<file path="src/rtl/coning_delta_angle_integrator_assert.svh">
// Assertion macros for the coning delta-angle integrator.
// Expects aclk and aresetn in the scope of use.
`ifndef CONING_DELTA_ANGLE_INTEGRATOR_ASSERT_SVH
`define CONING_DELTA_ANGLE_INTEGRATOR_ASSERT_SVH

// same-cycle implication
`define CDAI_ASSERT_NOW(label, ante, cons, msg) \
    label: assert property (@(posedge aclk) disable iff (!aresetn) (ante) |-> (cons)) \
        else $error(msg);

// next-cycle implication
`define CDAI_ASSERT_NEXT(label, ante, cons, msg) \
    label: assert property (@(posedge aclk) disable iff (!aresetn) (ante) |=> (cons)) \
        else $error(msg);

`endif

</file>
<file path="src/rtl/cdai_pkg.sv">
// Shared widths, codes, state encoding and saturation helpers
// for the coning delta-angle integrator. No dependencies.
package cdai_pkg;

    localparam int RATE_W   = 24;
    localparam int SUM_W    = RATE_W + 1;
    localparam int ANGLE_W  = 32;
    localparam int DT_W     = 32;
    localparam int STAMP_W  = 64;
    localparam int FB_W     = 20;
    localparam int STALE_W  = 24;
    localparam int CFG_W    = 24;
    localparam int MUL_W    = 32;
    localparam int PROD_W   = 2 * MUL_W;
    localparam int DIV_W    = 64;
    localparam int DVSR_W   = 14;
    localparam int MUL_CNT_W = 6;
    localparam int DIV_CNT_W = 7;
    localparam int DIFF_W   = PROD_W + 1;
    localparam int CONE_W   = 35;
    localparam int UPD_W    = CONE_W + 1;
    localparam int IN_W     = 3 * RATE_W + 2 * STAMP_W;
    localparam int OUT_W    = 3 * ANGLE_W + DT_W;
    localparam int NUM_MUL  = 6;

    localparam logic [MUL_CNT_W-1:0] MUL_STEPS = MUL_CNT_W'(MUL_W);
    localparam logic [DIV_CNT_W-1:0] DIV_STEPS = DIV_CNT_W'(DIV_W);

    localparam logic [FB_W-1:0]    FALLBACK_REJECT_US = FB_W'(10000);
    localparam logic [FB_W-1:0]    FALLBACK_RESET     = FB_W'(1000);
    localparam logic [STALE_W-1:0] STALE_RESET        = STALE_W'(100000);
    localparam logic [DVSR_W-1:0]  DELTA_DVSR         = DVSR_W'(15625);
    localparam logic [DVSR_W-1:0]  SIXTH_DVSR         = DVSR_W'(6);
    localparam logic [DIV_W-1:0]   DELTA_BIAS         = DIV_W'(7812);
    localparam logic [ANGLE_W-1:0] SIXTH_BIAS         = ANGLE_W'(3);
    localparam logic [DIFF_W-1:0]  CONE_BIAS          = DIFF_W'(1) << 29;
    localparam int                 CONE_SHIFT         = 30;

    typedef enum logic {
        OP_SAMPLE  = 1'b0,
        OP_PUBLISH = 1'b1
    } op_t;

    typedef enum logic {
        CFG_FALLBACK = 1'b0,
        CFG_STALE    = 1'b1
    } cfg_idx_t;

    typedef enum logic [3:0] {
        ST_IDLE,
        ST_PREP,
        ST_LAUNCH_A,
        ST_RUN_A,
        ST_BASE,
        ST_RUN_B,
        ST_DELTA,
        ST_LAUNCH_C,
        ST_RUN_C,
        ST_SIGN,
        ST_DIFF,
        ST_MAG,
        ST_UPDATE,
        ST_DONE
    } state_t;

    function automatic logic [ANGLE_W-1:0] sat33(input logic [ANGLE_W:0] v);
        logic [ANGLE_W-1:0] r;
        if (v[ANGLE_W] != v[ANGLE_W-1]) begin
            r = v[ANGLE_W] ? {1'b1, {(ANGLE_W-1){1'b0}}} : {1'b0, {(ANGLE_W-1){1'b1}}};
        end else begin
            r = v[ANGLE_W-1:0];
        end
        return r;
    endfunction

    function automatic logic [ANGLE_W-1:0] sat36(input logic [UPD_W-1:0] v);
        logic [ANGLE_W-1:0] r;
        logic               hi_ok;
        hi_ok = (v[UPD_W-1:ANGLE_W-1] == '0) || (v[UPD_W-1:ANGLE_W-1] == '1);
        if (!hi_ok) begin
            r = v[UPD_W-1] ? {1'b1, {(ANGLE_W-1){1'b0}}} : {1'b0, {(ANGLE_W-1){1'b1}}};
        end else begin
            r = v[ANGLE_W-1:0];
        end
        return r;
    endfunction

endpackage

</file>
<file path="src/rtl/cdai_sdiv.sv">
// Bit-serial restoring divider by a narrow divisor, one quotient bit per cycle.
// Depends on cdai_pkg.
module cdai_sdiv import cdai_pkg::*; (
    input  logic              aclk,
    input  logic              aresetn,
    input  logic              start,
    input  logic [DIV_W-1:0]  dividend,
    input  logic [DVSR_W-1:0] divisor,
    output logic              done,
    output logic [DIV_W-1:0]  quot
);

    logic [DIV_CNT_W-1:0] cnt_reg, cnt_next;
    logic [DVSR_W-1:0]    dvsr_reg, rem_reg;
    logic [DIV_W-1:0]     quot_reg;
    logic [DVSR_W:0]      trial, sub;
    logic                 ge;

    always_comb begin
        trial = {rem_reg, quot_reg[DIV_W-1]};
        sub   = trial - {1'b0, dvsr_reg};
        ge    = (trial >= {1'b0, dvsr_reg});
        cnt_next = cnt_reg;
        if (start) begin
            cnt_next = DIV_STEPS;
        end else if (cnt_reg != '0) begin
            cnt_next = cnt_reg - 1'b1;
        end
    end

    always_ff @(posedge aclk) begin
        if (!aresetn) begin
            cnt_reg <= '0;
        end else begin
            cnt_reg <= cnt_next;
        end
    end

    always_ff @(posedge aclk) begin
        if (start) begin
            dvsr_reg <= divisor;
            rem_reg  <= '0;
            quot_reg <= dividend;
        end else if (cnt_reg != '0) begin
            rem_reg  <= ge ? sub[DVSR_W-1:0] : trial[DVSR_W-1:0];
            quot_reg <= {quot_reg[DIV_W-2:0], ge};
        end
    end

    assign done = (cnt_reg == '0);
    assign quot = quot_reg;

endmodule

</file>
<file path="config.mk">
export PLATFORM = sky130hd
export DESIGN_NAME = cdai_sdiv
export DESIGN_NICKNAME = d
export VERILOG_FILES = /design/src/rtl/coning_delta_angle_integrator_assert.svh /design/src/rtl/cdai_pkg.sv /design/src/rtl/cdai_sdiv.sv
export SDC_FILE = /design/constraint.sdc
export NUM_CORES = 1
export LEC_CHECK = 0
export BUFFER_PORTS_ARGS = -buffer_cell sky130_fd_sc_hd__buf_2
export CORE_MARGIN = 2
export CORE_UTILIZATION = 52
export DETAILED_ROUTE_END_ITERATION = 8
export GPL_TIMING_DRIVEN = 0
export PLACE_DENSITY = 0.81
export SYNTH_ARGS = -nofsm -noshare
export SYNTH_HDL_FRONTEND = slang
export SYNTH_SLANG_ARGS = --single-unit
</file>
<file path="constraint.sdc">
create_clock -name aclk -period 3.3 [get_ports aclk]
set_input_delay 0 -clock aclk [delete_from_list [all_inputs] [get_ports aclk]]
set_output_delay 0 -clock aclk [all_outputs]
set_load 0.005 [all_outputs]
</file>
== Yosys cells after proc, flatten, opt, wreduce, memory -nomap -nowiden ==
Cells that the tools add are included.

* Output and inout bits: 65
* Register bits: 99
* Bits of input ports: 81

* Add/subtract/negate cells: 2
* Bitwise gates (word level): 1
* Reductions and logical operators: 4
* $lt $le $gt $ge: 1
* Multiplexer cells: 5

{| class="wikitable"
|+ Operators with widths
! kind !! number
|-
| $mux W64 || 2
|-
| $ge A15 B14 Y1 || 1
|-
| $mux W14 || 1
|-
| $mux W7 || 2
|-
| $sub A14 B14 Y14 || 1
|-
| $logic_not A7 Y1 || 1
|-
| $reduce_bool A7 Y1 || 1
|-
| $sub A7 B1 Y7 const B || 1
|-
| $reduce_bool A2 Y1 || 1
|-
| $reduce_or A2 Y1 || 1
|-
| $not A1 Y1 || 1
|}

== Depth between registers and ports, before layout ==
* Word-level depth: 3
* Depth in mapped cells: 11
* Mapped depth without buffers: 11

== Worst setup path after synthesis ==
No wires, ideal clock.

* Path type: register to register
* Start: register quot_reg[63] (netlist: quot[63])
* End: register rem_reg[10]
* Period minus slack after synthesis: 2634 ps
* Data arrival time: 2548 ps
* Setup time: 86 ps
* Cell stages (with the launch flop): 12
* Data required time: 3214 ps
* Path slack: 666 ps
* Cell sequence: edfxtp_1 inv_1 ha_1 inv_1 fa_1 a211oi_1 nor3_1 o21a_1 o21a_1 o21ai_0 or3b_2 a211oi_1

* Cells in the longest elaborated chain, start to end: 2

{| class="wikitable"
|+ RTL lines
! element !! RTL line !! source
|-
| start: declaration || cdai_sdiv.sv:15 || <nowiki>logic [DIV_W-1:0] quot_reg;</nowiki>
|-
| start signal: assignment || cdai_sdiv.sv:43 || <nowiki>quot_reg <= dividend;</nowiki>
|-
| start signal: assignment || cdai_sdiv.sv:46 || <nowiki>quot_reg <= {quot_reg[DIV_W-2:0], ge};</nowiki>
|-
| $sub A14 B14 Y14 / $ge A15 B14 Y1 (equally long branches) || cdai_sdiv.sv:21, cdai_sdiv.sv:22 ||
|-
| $mux W14 (*) || cdai_sdiv.sv:45 || <nowiki>rem_reg <= ge ? sub[DVSR_W-1:0] : trial[DVSR_W-1:0];</nowiki>
|-
| end signal: assignment || cdai_sdiv.sv:45 ||
|-
| end: declaration || cdai_sdiv.sv:14 || <nowiki>logic [DVSR_W-1:0] dvsr_reg, rem_reg;</nowiki>
|}

Mark *: on every way between the ends. The rest lies on a longest branch, timed or not.
A chain may end at the register's enable or synchronous reset.

== Worst setup path in the final report ==
Ends and elaborated chain as after synthesis.

==> flow_metrics.py <==
metrics = {
    "synth": {
        "synth_ff_type": "edfxtp_1",
        "yosysTopAreaCell": "edfxtp_1",
        "synth_area_leaders": "edfxtp_1 (49%), mux2_2 (15%), dfxtp_1 (8.8%), ha_1 (4.2%), nor2_1 (2.0%)",
        "ys_warn_count": 0,
        "ys_ff_latch": 99,
        "syn_area_sq_mm": 0.00478,
        "syn_nets": 459,
        "ys_seq_area_share_pct": 57.8,
        "synthCells": 361,
        "synth_top_cell_area_share_pct": 49.0,
        "netlist-cell-type-count": 48,
        "synth_edf_count": 78,
        "ys_async_sr_fraction_pct": 0,
        "syn_avg_cell_area_sq_um": 13.2,
    },
    "layout": {
        "drive_gt1_share_pct": 39.5,
        "regArea_sq_mm": 0.00276,
        "multi_input_area_sq_mm": 0.00188,
        "area_growth_pct": 39.3,
        "layout.nets": 695,
        "diodes": 0,
        "final_util_pct": 75.6,
        "final_cell_area_sq_mm": 0.00666,
        "fillers": 549,
        "layout_common_cells": "buf_2 (146), dlygate4sd3_1 (79), edfxtp_1 (78)",
        "largest_register_ffs": 64,
        "final-instance-count-excl-fill": 710,
        "layout_commonest_cell": "buf_2",
    },
    "drt": {
        "vias_per_cell": 5.45,
        "antenna_left": 0,
        "routed_wl_um": 13000,
        "top_layer": "met4",
        "dr.pass1.iters": 4,
        "vias": 3868,
        "drtIter0Drc": 190,
        "wl_per_cell_um": 18.3,
        "route.met2.wl_um": 6600,
        "drt-met1-wl_um": 5290,
        "wl_met3_um": 876,
        "route.detailed.drc": 0,
    },
    "sta": {
        "setup_viol": 0,
        "drv_slew": 0,
        "skew_ns": 0.0192,
        "max_clock_freq_mhz": 344,
        "rsz0062_at_grt": "false",
        "layout_setup_ws_ns": 0.392,
        "finalHoldViolations": 0,
        "max_slew_margin_pct": 55.7,
        "fin_crit_sh_pct": 88.1,
        "period_needed_ns": 2.91,
        "tightest_slew_ns": 0.664,
    },
    "hold_path": {
        "hold_path.class": "input port to flip-flop",
    },
    "grt": {
        "grt_pass1_vias": 3943,
        "grt_max_degree": 43,
        "grt_pass1_wl_um": 19900,
        "grtUsageTotal_pct": 26.2,
        "antenna_found_initial": 0,
        "overflow": 0,
    },
    "cts": {
        "numCtsBuffers": 9,
        "cts_tree": "yes",
        "clockBufferDepth": 2,
        "h-tree-depth": 3,
        "root_buffer": "clkbuf_8",
        "post_cts.repair.setup_buffers": 0,
        "worstSkewPairLatency_ns": 0.37,
        "ctsHoldBuffers": 79,
        "clock_sinks": 99,
        "cts.repair.resized": 0,
        "clkTransAtPathRegs_ns": 0.10,
    },
    "placement": {
        "place_area_sq_mm": 0.00566,
        "dpl_worst_slack_ns": 0.413,
        "io_buffers": 145,
        "dp_hpwl_um": 7680,
        "globalplace.congestion": 0.866,
        "dp.cells": 615,
    },
    "flow_run": {
        "cap_violations": 0,
    },
    "setup_path": {
        "rrSetupSlack_ns": 0.39,
        "setup.worst_path.start": "quot[63]",
        "reg2reg_from": "quot[63]",
        "cp.required_ns": 3.57,
        "start_kind": "flip-flop",
        "r2r-end": "rem_reg[10]",
        "worstSetupPathType": "flip-flop to flip-flop",
        "critPathMaxFanout": 3,
        "crit_end": "rem_reg[10]",
        "worstPathArrival_ns": 3.17,
        "crit_path_end_kind": "flip-flop",
        "worstRegToRegCells": 11,
    },
    "die": {
        "initial_core_util_pct": 54.3,
        "row_count": 34,
        "coreArea_sq_mm": 0.00881,
        "pin_count": 146,
        "dieHeight_um": 99.9,
        "die_w_um": 99.9,
        "design.die.area_sq_mm": 0.00997,
    },
    "power": {
        "irDropWorstVdd_uv": 376,
        "leakage_nw": 2.86,
        "powerDensity_mw_per_mm2": 753,
        "totalPowerFinal_mw": 5.01,
    },
    "run_status": {
        "outcome": "finished clean",
    },
}
[cell usage after synthesis (4+ instances only)]
cell type  number
a211oi_1       11
a21oi_1        13
clkbuf_1       12
dfxtp_1        21
edfxtp_1       78
ha_1           16
inv_1          20
mux2_2         63
mux2i_1         6
nand2_1         9
nand3_1         5
nand3b_1        4
nor2_1         26
nor3_1          9
o21a_1          7
o21ai_0         8
xnor2_1         7
[per-layer routing]
layer | vias up | track usage, %
met5 | - | 0
met4 | 0 | 8.22
met3 | 20 | 6.55
met2 | 171 | 45.9
met1 | 1853 | 31.8
li1 | 1824 | -
[worst max-delay path: stages, from the launching register on]
cell	delay (ns)
edfxtp_1	0.47
inv_1	0.12
ha_1	0.15
inv_1	0.05
fa_1	0.41
a211oi_1	0.32
nor3_1	0.13
o21a_1	0.21
o21a_1	0.18
o21ai_0	0.12
or3b_2	0.46
a211oi_1	0.21
[power breakdown]
group | total (mW) | leakage, nW | switching [mW] | internal (mW)
logic | 2.05 | 1.79 | 1.08 | 0.973
clock network | 0.819 | 0.103 | 0.456 | 0.363
registers | 2.15 | 0.971 | 0.275 | 1.87
[worst min path at each step]
stage | startpoint | endpoint | slack (ns) | cells past startpoint
after CTS | start | dvsr_reg[6] | 0.12 | 1
after global routing | start | dvsr_reg[5] | 0.13 | 1
after detailed placement | divisor[3] | dvsr_reg[3] | 0.18 | 1
after floorplan | divisor[0] | dvsr_reg[0] | 0.1 | 0
final | start | dvsr_reg[4] | 0.14 | 1
after global placement | divisor[9] | dvsr_reg[9] | 0.18 | 1
[cell type report]
cell class | instances | area share [%]
multi-input cells | 227 | 28.2
clock inverters | 7 | 1.20
clock buffers | 9 | 1.86
plain buffers | 15 | 0.977
flip-flops and latches | 99 | 41.5
inverters | 20 | 1.13
repair buffers | 225 | 23.1
well taps | 108 | 2.03
[stage by stage]
step                setup TNS [ns]  hold slack [ns]
floorplan                        0           0.0989
global placement             -8.00            0.176
detailed placement               0            0.178
CTS                              0            0.117
global route                     0            0.134
finish                           0            0.141
[kinds of logic (layout without fill, tap and decap cells)]
logic type	Yosys count	in the layout	synth area share [%]
AOI/OAI and AO/OA	59	59	8.77
xor gates and xnor gates	9	9	1.65
adders and majority gates	17	17	4.61
buffers and inverters	35	276	2.93
DFF	99	99	57.8
muxes	69	69	16.1
and+or+nand+nor	73	73	8.14
(Power assumes the default switching activity.)
