**src/rtl/coning_delta_angle_integrator_assert.svh**
```systemverilog
// Assertion macros for the coning delta-angle integrator.
// Expects aclk and aresetn in the scope of use.
`ifndef CONING_DELTA_ANGLE_INTEGRATOR_ASSERT_SVH
`define CONING_DELTA_ANGLE_INTEGRATOR_ASSERT_SVH

// same-cycle implication
`define CDAI_ASSERT_NOW(label, ante, cons, msg) \
    label: assert property (@(posedge aclk) disable iff (!aresetn) (ante) |-> (cons)) \
        else $error(msg);

// next-cycle implication
`define CDAI_ASSERT_NEXT(label, ante, cons, msg) \
    label: assert property (@(posedge aclk) disable iff (!aresetn) (ante) |=> (cons)) \
        else $error(msg);

`endif

```
**src/rtl/cdai_pkg.sv**
```systemverilog
// Shared widths, codes, state encoding and saturation helpers
// for the coning delta-angle integrator. No dependencies.
package cdai_pkg;

    localparam int RATE_W   = 24;
    localparam int SUM_W    = RATE_W + 1;
    localparam int ANGLE_W  = 32;
    localparam int DT_W     = 32;
    localparam int STAMP_W  = 64;
    localparam int FB_W     = 20;
    localparam int STALE_W  = 24;
    localparam int CFG_W    = 24;
    localparam int MUL_W    = 32;
    localparam int PROD_W   = 2 * MUL_W;
    localparam int DIV_W    = 64;
    localparam int DVSR_W   = 14;
    localparam int MUL_CNT_W = 6;
    localparam int DIV_CNT_W = 7;
    localparam int DIFF_W   = PROD_W + 1;
    localparam int CONE_W   = 35;
    localparam int UPD_W    = CONE_W + 1;
    localparam int IN_W     = 3 * RATE_W + 2 * STAMP_W;
    localparam int OUT_W    = 3 * ANGLE_W + DT_W;
    localparam int NUM_MUL  = 6;

    localparam logic [MUL_CNT_W-1:0] MUL_STEPS = MUL_CNT_W'(MUL_W);
    localparam logic [DIV_CNT_W-1:0] DIV_STEPS = DIV_CNT_W'(DIV_W);

    localparam logic [FB_W-1:0]    FALLBACK_REJECT_US = FB_W'(10000);
    localparam logic [FB_W-1:0]    FALLBACK_RESET     = FB_W'(1000);
    localparam logic [STALE_W-1:0] STALE_RESET        = STALE_W'(100000);
    localparam logic [DVSR_W-1:0]  DELTA_DVSR         = DVSR_W'(15625);
    localparam logic [DVSR_W-1:0]  SIXTH_DVSR         = DVSR_W'(6);
    localparam logic [DIV_W-1:0]   DELTA_BIAS         = DIV_W'(7812);
    localparam logic [ANGLE_W-1:0] SIXTH_BIAS         = ANGLE_W'(3);
    localparam logic [DIFF_W-1:0]  CONE_BIAS          = DIFF_W'(1) << 29;
    localparam int                 CONE_SHIFT         = 30;

    typedef enum logic {
        OP_SAMPLE  = 1'b0,
        OP_PUBLISH = 1'b1
    } op_t;

    typedef enum logic {
        CFG_FALLBACK = 1'b0,
        CFG_STALE    = 1'b1
    } cfg_idx_t;

    typedef enum logic [3:0] {
        ST_IDLE,
        ST_PREP,
        ST_LAUNCH_A,
        ST_RUN_A,
        ST_BASE,
        ST_RUN_B,
        ST_DELTA,
        ST_LAUNCH_C,
        ST_RUN_C,
        ST_SIGN,
        ST_DIFF,
        ST_MAG,
        ST_UPDATE,
        ST_DONE
    } state_t;

    function automatic logic [ANGLE_W-1:0] sat33(input logic [ANGLE_W:0] v);
        logic [ANGLE_W-1:0] r;
        if (v[ANGLE_W] != v[ANGLE_W-1]) begin
            r = v[ANGLE_W] ? {1'b1, {(ANGLE_W-1){1'b0}}} : {1'b0, {(ANGLE_W-1){1'b1}}};
        end else begin
            r = v[ANGLE_W-1:0];
        end
        return r;
    endfunction

    function automatic logic [ANGLE_W-1:0] sat36(input logic [UPD_W-1:0] v);
        logic [ANGLE_W-1:0] r;
        logic               hi_ok;
        hi_ok = (v[UPD_W-1:ANGLE_W-1] == '0) || (v[UPD_W-1:ANGLE_W-1] == '1);
        if (!hi_ok) begin
            r = v[UPD_W-1] ? {1'b1, {(ANGLE_W-1){1'b0}}} : {1'b0, {(ANGLE_W-1){1'b1}}};
        end else begin
            r = v[ANGLE_W-1:0];
        end
        return r;
    endfunction

endpackage

```
**src/rtl/cdai_smul.sv**
```systemverilog
// Bit-serial unsigned multiplier, one multiplier bit per cycle.
// Depends on cdai_pkg.
module cdai_smul import cdai_pkg::*; (
    input  logic              aclk,
    input  logic              aresetn,
    input  logic              start,
    input  logic [MUL_W-1:0]  a,
    input  logic [MUL_W-1:0]  b,
    output logic              done,
    output logic [PROD_W-1:0] prod
);

    logic [MUL_CNT_W-1:0] cnt_reg, cnt_next;
    logic [MUL_W-1:0]     a_reg, hi_reg, lo_reg;
    logic [MUL_W:0]       sum;

    always_comb begin
        sum = {1'b0, hi_reg} + {1'b0, (lo_reg[0] ? a_reg : '0)};
        cnt_next = cnt_reg;
        if (start) begin
            cnt_next = MUL_STEPS;
        end else if (cnt_reg != '0) begin
            cnt_next = cnt_reg - 1'b1;
        end
    end

    always_ff @(posedge aclk) begin
        if (!aresetn) begin
            cnt_reg <= '0;
        end else begin
            cnt_reg <= cnt_next;
        end
    end

    always_ff @(posedge aclk) begin
        if (start) begin
            a_reg  <= a;
            hi_reg <= '0;
            lo_reg <= b;
        end else if (cnt_reg != '0) begin
            hi_reg <= sum[MUL_W:1];
            lo_reg <= {sum[0], lo_reg[MUL_W-1:1]};
        end
    end

    assign done = (cnt_reg == '0);
    assign prod = {hi_reg, lo_reg};

endmodule

```
**config.mk**
```make
export PLATFORM = sky130hd
export DESIGN_NAME = cdai_smul
export DESIGN_NICKNAME = d
export VERILOG_FILES = /design/src/rtl/coning_delta_angle_integrator_assert.svh /design/src/rtl/cdai_pkg.sv /design/src/rtl/cdai_smul.sv
export SDC_FILE = /design/constraint.sdc
export NUM_CORES = 1
export LEC_CHECK = 0
export BUFFER_PORTS_ARGS = -buffer_cell sky130_fd_sc_hd__buf_2
export CORE_MARGIN = 2
export CORE_UTILIZATION = 50
export CTS_CLUSTER_SIZE = 16
export DETAILED_ROUTE_END_ITERATION = 10
export PLACE_DENSITY = 0.75
export SLEW_MARGIN = 20
export SYNTH_ARGS = -nofsm -noshare
export SYNTH_HDL_FRONTEND = slang
export SYNTH_SLANG_ARGS = --single-unit
```
**constraint.sdc**
```tcl
create_clock -name aclk -period 8.1 [get_ports aclk]
set_input_delay 2.025 -clock aclk [delete_from_list [all_inputs] [get_ports aclk]]
set_output_delay 2.025 -clock aclk [all_outputs]
set_load 0.01 [all_outputs]
```
Word-level counts from Yosys, hierarchy flattened
Cells that the tools add are included.

operators by class
  add/subtract/negate cells = 2
  multiplexer cells = 5
  bitwise gates (word level) = 1
  reduce and logical (&&, ||, !) cells = 4

operator list
  kind                 number
  $mux 32              3
  $add 32x32->33       1
  $mux 6               2
  $logic_not 6->1      1
  $reduce_bool 6->1    1
  $sub 6x1->6 const B  1
  $reduce_bool 2->1    1
  $reduce_or 2->1      1
  $not 1->1            1

word-level totals
  register bits = 102
  bits of input ports = 67
  output and inout bits = 65
  word-level logic and storage cells = 17

Logic depth before layout (Yosys ltp)
  depth in word-level cells = 4
  mapped depth = 11
  depth with buffers taken out = 10

Worst setup path after synthesis
OpenSTA, ideal clock, no wires.

  path kind = reg2out
  from = register cnt_reg[0]
  to = output port done
  arrival time = 1.783 ns
  required time = 6.075 ns
  path slack = 4.292 ns
  stages on the path, launching flop included = 9
  path buffers = 3
  path through = dfxtp_1 -> inv_1 -> ha_1 -> nand2_1 -> or3_1 -> clkbuf_1 -> inv_1 -> clkbuf_1 -> buf_1

between the ends
  longest elaborated chain between the ends = 1

RTL lines
  item                      RTL line         RTL
  start: declaration        cdai_smul.sv:13  logic [MUL_CNT_W-1:0] cnt_reg, cnt_next;
  start signal: assignment  cdai_smul.sv:31  cnt_reg <= cnt_next;
  $logic_not 6->1           cdai_smul.sv:46  assign done = (cnt_reg == '0);
  end: declaration          cdai_smul.sv:9   output logic done,

No other way between the ends.

Worst setup path in the final report
Same ends and word-level chain as after synthesis.

==> run_summary.xml <==
<?xml version="1.0" encoding="UTF-8"?>
<metrics>
  <group name="run_status">
    <metric name="outcome" unit="">finished, final reports clean</metric>
  </group>
  <group name="routing">
    <metric name="top_signal_layer_used" unit="">met4</metric>
    <metric name="met2RoutedLength" unit="um">6460</metric>
    <metric name="vias" unit="">4766</metric>
    <metric name="route.final.wire_length" unit="um">13600</metric>
    <metric name="post_route_drc_violation_count" unit="">0</metric>
    <metric name="first_iter_violations" unit="">228</metric>
    <metric name="avgRoutedWirePerCell" unit="um">16.4</metric>
    <metric name="vias_per_instance" unit="">5.76</metric>
    <metric name="detail_route.wirelength.met1" unit="um">5930</metric>
    <metric name="drt_pass1_iterations" unit="">5</metric>
    <metric name="drtAntennaViolNets" unit="">0</metric>
    <metric name="met3WireLength" unit="um">866</metric>
  </group>
  <group name="floorplanning">
    <metric name="height_of_the_die" unit="um">111</metric>
    <metric name="fp-row-count" unit="">39</metric>
    <metric name="fp.coreArea" unit="sq um">11300</metric>
    <metric name="die_w" unit="um">111</metric>
    <metric name="die_area" unit="sq um">12400</metric>
    <metric name="initial_core_util" unit="">0.507</metric>
    <metric name="num_io_pins" unit="">132</metric>
  </group>
  <group name="power_and_ir_drop">
    <metric name="p_int" unit="mW">1.35</metric>
    <metric name="power_per_cell_area" unit="nW/um^2">335</metric>
    <metric name="worst_ir_drop_vdd" unit="mV">0.228</metric>
    <metric name="swShare" unit="">0.408</metric>
    <metric name="cellLeakagePower" unit="nW">2.94</metric>
    <metric name="p_comb_frac" unit="">0.444</metric>
    <metric name="clockPowerShare" unit="">0.196</metric>
    <metric name="seq_power_share" unit="">0.360</metric>
    <metric name="netSwitchingPower" unit="mW">0.930</metric>
  </group>
  <group name="sta">
    <metric name="maxClockFrequency" unit="MHz">241</metric>
    <metric name="post_route_worst_hold_slack" unit="ns">0.483</metric>
    <metric name="setup-tns-final" unit="ns">0</metric>
    <metric name="transition_time_of_the_tightest_slew_check_pin" unit="ns">0.884</metric>
    <metric name="timing_max_transition_violations_final" unit="">0</metric>
    <metric name="finalHoldViolCount" unit="">0</metric>
    <metric name="clock_skew" unit="ns">0.0181</metric>
    <metric name="setup_repair_after_global_routing_missed_its_margin" unit="">no</metric>
    <metric name="timing.slew.headroom" unit="">0.411</metric>
    <metric name="setup-violations-final" unit="">0</metric>
    <metric name="fin_crit_sh" unit="">0.512</metric>
    <metric name="fin_ws" unit="ns">3.95</metric>
    <metric name="period_needed" unit="ns">4.15</metric>
  </group>
  <group name="critical_path">
    <metric name="timing.critical_path.buf_inv" unit="">3</metric>
    <metric name="worst-endpoint-required" unit="ns">6.08</metric>
    <metric name="path_class" unit="">flop to output port</metric>
    <metric name="crit_path_frequent_cell" unit="">inv_1</metric>
    <metric name="crit_path_top_delay_cell" unit="">or3_1</metric>
    <metric name="cells_along_the_critical_path" unit="">inv_1, ha_1, nand2_1, or3_1, inv_1, buf_2</metric>
    <metric name="critical_path_peak_fanout" unit="">25</metric>
    <metric name="worst_path_dominant_cell_family" unit="">simple AND/OR/NAND/NOR gates</metric>
    <metric name="critical_path_at" unit="ns">2.12</metric>
    <metric name="timing.critical_path.from_type" unit="">flop</metric>
    <metric name="timing.critical_path.to_type" unit="">output port</metric>
    <metric name="cp_slowest_stage_delay" unit="ns">0.68</metric>
  </group>
  <group name="synthesis">
    <metric name="synth-seq-cells" unit="">102</metric>
    <metric name="post_syn_area" unit="sq um">5740</metric>
    <metric name="synth.yosys.warnings" unit="">0</metric>
    <metric name="postSynthNetCount" unit="">661</metric>
    <metric name="synth_cell_type_count" unit="">60</metric>
    <metric name="synth_area_per_cell" unit="sq um">10.2</metric>
    <metric name="fraction_of_the_yosys_area_taken_by_sequential_cells" unit="">0.467</metric>
    <metric name="synth_async_sr_flop_share" unit="">0</metric>
    <metric name="synth_edf_count" unit="">64</metric>
    <metric name="postSynthCellCount" unit="">560</metric>
    <metric name="synth-main-ff-cell" unit="">edfxtp_1</metric>
  </group>
  <group name="clock_network">
    <metric name="clock_tree.root_cell" unit="">clkbuf_16</metric>
    <metric name="cts_buffer_depth" unit="">2</metric>
    <metric name="cts-htree-levels" unit="">3</metric>
    <metric name="cts.sinks" unit="">102</metric>
    <metric name="worst_skew_pair.late_latency" unit="ns">0.37</metric>
    <metric name="tritoncts.num_buffers" unit="">9</metric>
    <metric name="post_cts_hold_buffer_count" unit="">0</metric>
    <metric name="post_cts.repair.setup_buffers" unit="">0</metric>
    <metric name="cts_tree" unit="">done</metric>
    <metric name="post_cts.resized_instances" unit="">0</metric>
    <metric name="path_clk_slew" unit="ns">0.08</metric>
  </group>
  <group name="global_routing">
    <metric name="grt_pass1_wl" unit="um">22300</metric>
    <metric name="gr-usage-all-layers" unit="">0.222</metric>
    <metric name="pin_count_of_the_biggest_net_entering_global_routing" unit="">77</metric>
    <metric name="via_count_of_the_first_global_routing_pass" unit="">4707</metric>
    <metric name="grt_overflow_total" unit="">0</metric>
    <metric name="antenna_found_initial" unit="">0</metric>
  </group>
  <group name="layout">
    <metric name="final_cells" unit="">827</metric>
    <metric name="nFillCells" unit="">976</metric>
    <metric name="mostFrequentLayoutCell" unit="">buf_2</metric>
    <metric name="drive_above_1_share" unit="">0.279</metric>
    <metric name="final_cell_mix" unit="">buf_2, edfxtp_1, nand2_1</metric>
    <metric name="antennaDiodeCount" unit="">0</metric>
    <metric name="layout.area.seq" unit="sq um">2680</metric>
    <metric name="multiInputGateArea" unit="sq um">2910</metric>
    <metric name="number_of_nets_at_the_end_of_the_flow" unit="">780</metric>
    <metric name="area.growth.synth_to_final" unit="%">18.6</metric>
    <metric name="layout.core_utilization" unit="">0.601</metric>
  </group>
  <group name="job">
    <metric name="max_cap_viol_count" unit="">0</metric>
  </group>
  <group name="place">
    <metric name="placement.setup.worst_slack" unit="ns">4.37</metric>
    <metric name="dp_hpwl" unit="um">9870</metric>
    <metric name="port_buffers" unit="">131</metric>
    <metric name="placed_cells_incl_taps" unit="">811</metric>
    <metric name="finalWeightedCongestion" unit="">0.888</metric>
  </group>
  <group name="min_path">
    <metric name="worstHoldPathType" unit="">flop to flop</metric>
  </group>
</metrics>
==> cell families after synthesis <==
group	after synthesis	synth area share
compound gates	144	0.163
xor+xnor	23	0.0351
fa+ha+maj	34	0.0754
buf+inv	37	0.0259
flops	102	0.467
mux	35	0.0682
simple gates	185	0.165
==> path summary, 6_finish.rpt <==
check / slack (ns) / to / startpoint / depth (start not counted)
setup / recovery: 3.95 / done / cnt_reg[0] / 6
setup reg to reg: 4.46 / hi_reg[27] / lo_reg[0] / 11
hold reg to reg: 0.48 / hi_reg[21] / hi_reg[21] / 2
hold / removal: 0.48 / hi_reg[21] / hi_reg[21] / 2
==> final cells by class <==
type,instances,area share
Multi-Input combinational cell,421,0.427
Sequential cell,102,0.394
Timing Repair Buffer,135,0.101
Clock buffer,9,0.0331
Tap cell,143,0.0263
Clock inverter,7,0.0127
Inverter,10,0.00551
==> per-stage QoR <==
stage | area, sq um | power (mW)
after global routing | 6810 | 2.43
after floorplan | 5740 | 1.52
after CTS | 6810 | 2.28
after detailed placement | 6490 | 1.83
after global placement | 6490 | 1.80
final | 6810 | 2.28
==> worst reg2reg max path, delay by kind of cell, from the launching register on <==
| family | cells | cell delay, ns |
|---|---|---|
| compound gates | 5 | 1.32 |
| simple gates | 3 | 0.67 |
| fa+ha+maj | 2 | 0.62 |
| flops | 1 | 0.61 |
| buf+inv | 1 | 0.30 |
==> metal layers <==
metal,global-route usage,up-vias
li1,-,2327
met3,0.0580,23
met5,0,-
met4,0.100,0
met1,0.281,2250
met2,0.357,166
==> synthesized netlist by cell type (4+ instances only) <==
cell,instances,area [sq um]
a211oi_1,11,82.6
nor3_1,10,50.1
and2_1,34,213
buf_1,4,15.0
ha_1,33,413
xor2_1,12,105
o21a_1,5,37.5
a21o_1,11,82.6
or3_1,8,50.1
a21oi_1,47,235
clkbuf_1,20,75.1
edfxtp_1,64,1920
inv_1,10,37.5
nand2_1,57,214
o21ai_0,31,155
nand3_1,7,35.0
dfxtp_1,38,761
nand4_1,9,56.3
mux2_2,33,372
xnor2_1,11,96.3
nor2_1,33,124
o211ai_1,5,37.5
==> power groups by stage <==
stage | registers (mW) | logic (mW) | clock network, mW
after floorplan | 0.864 | 0.652 | 0
after global placement | 0.826 | 0.975 | 0
after detailed placement | 0.832 | 0.999 | 0
after CTS | 0.822 | 1.01 | 0.455
after global routing | 0.840 | 1.12 | 0.476
final | 0.821 | 1.01 | 0.446
No activity file was read; power rests on OpenSTA's default activity.
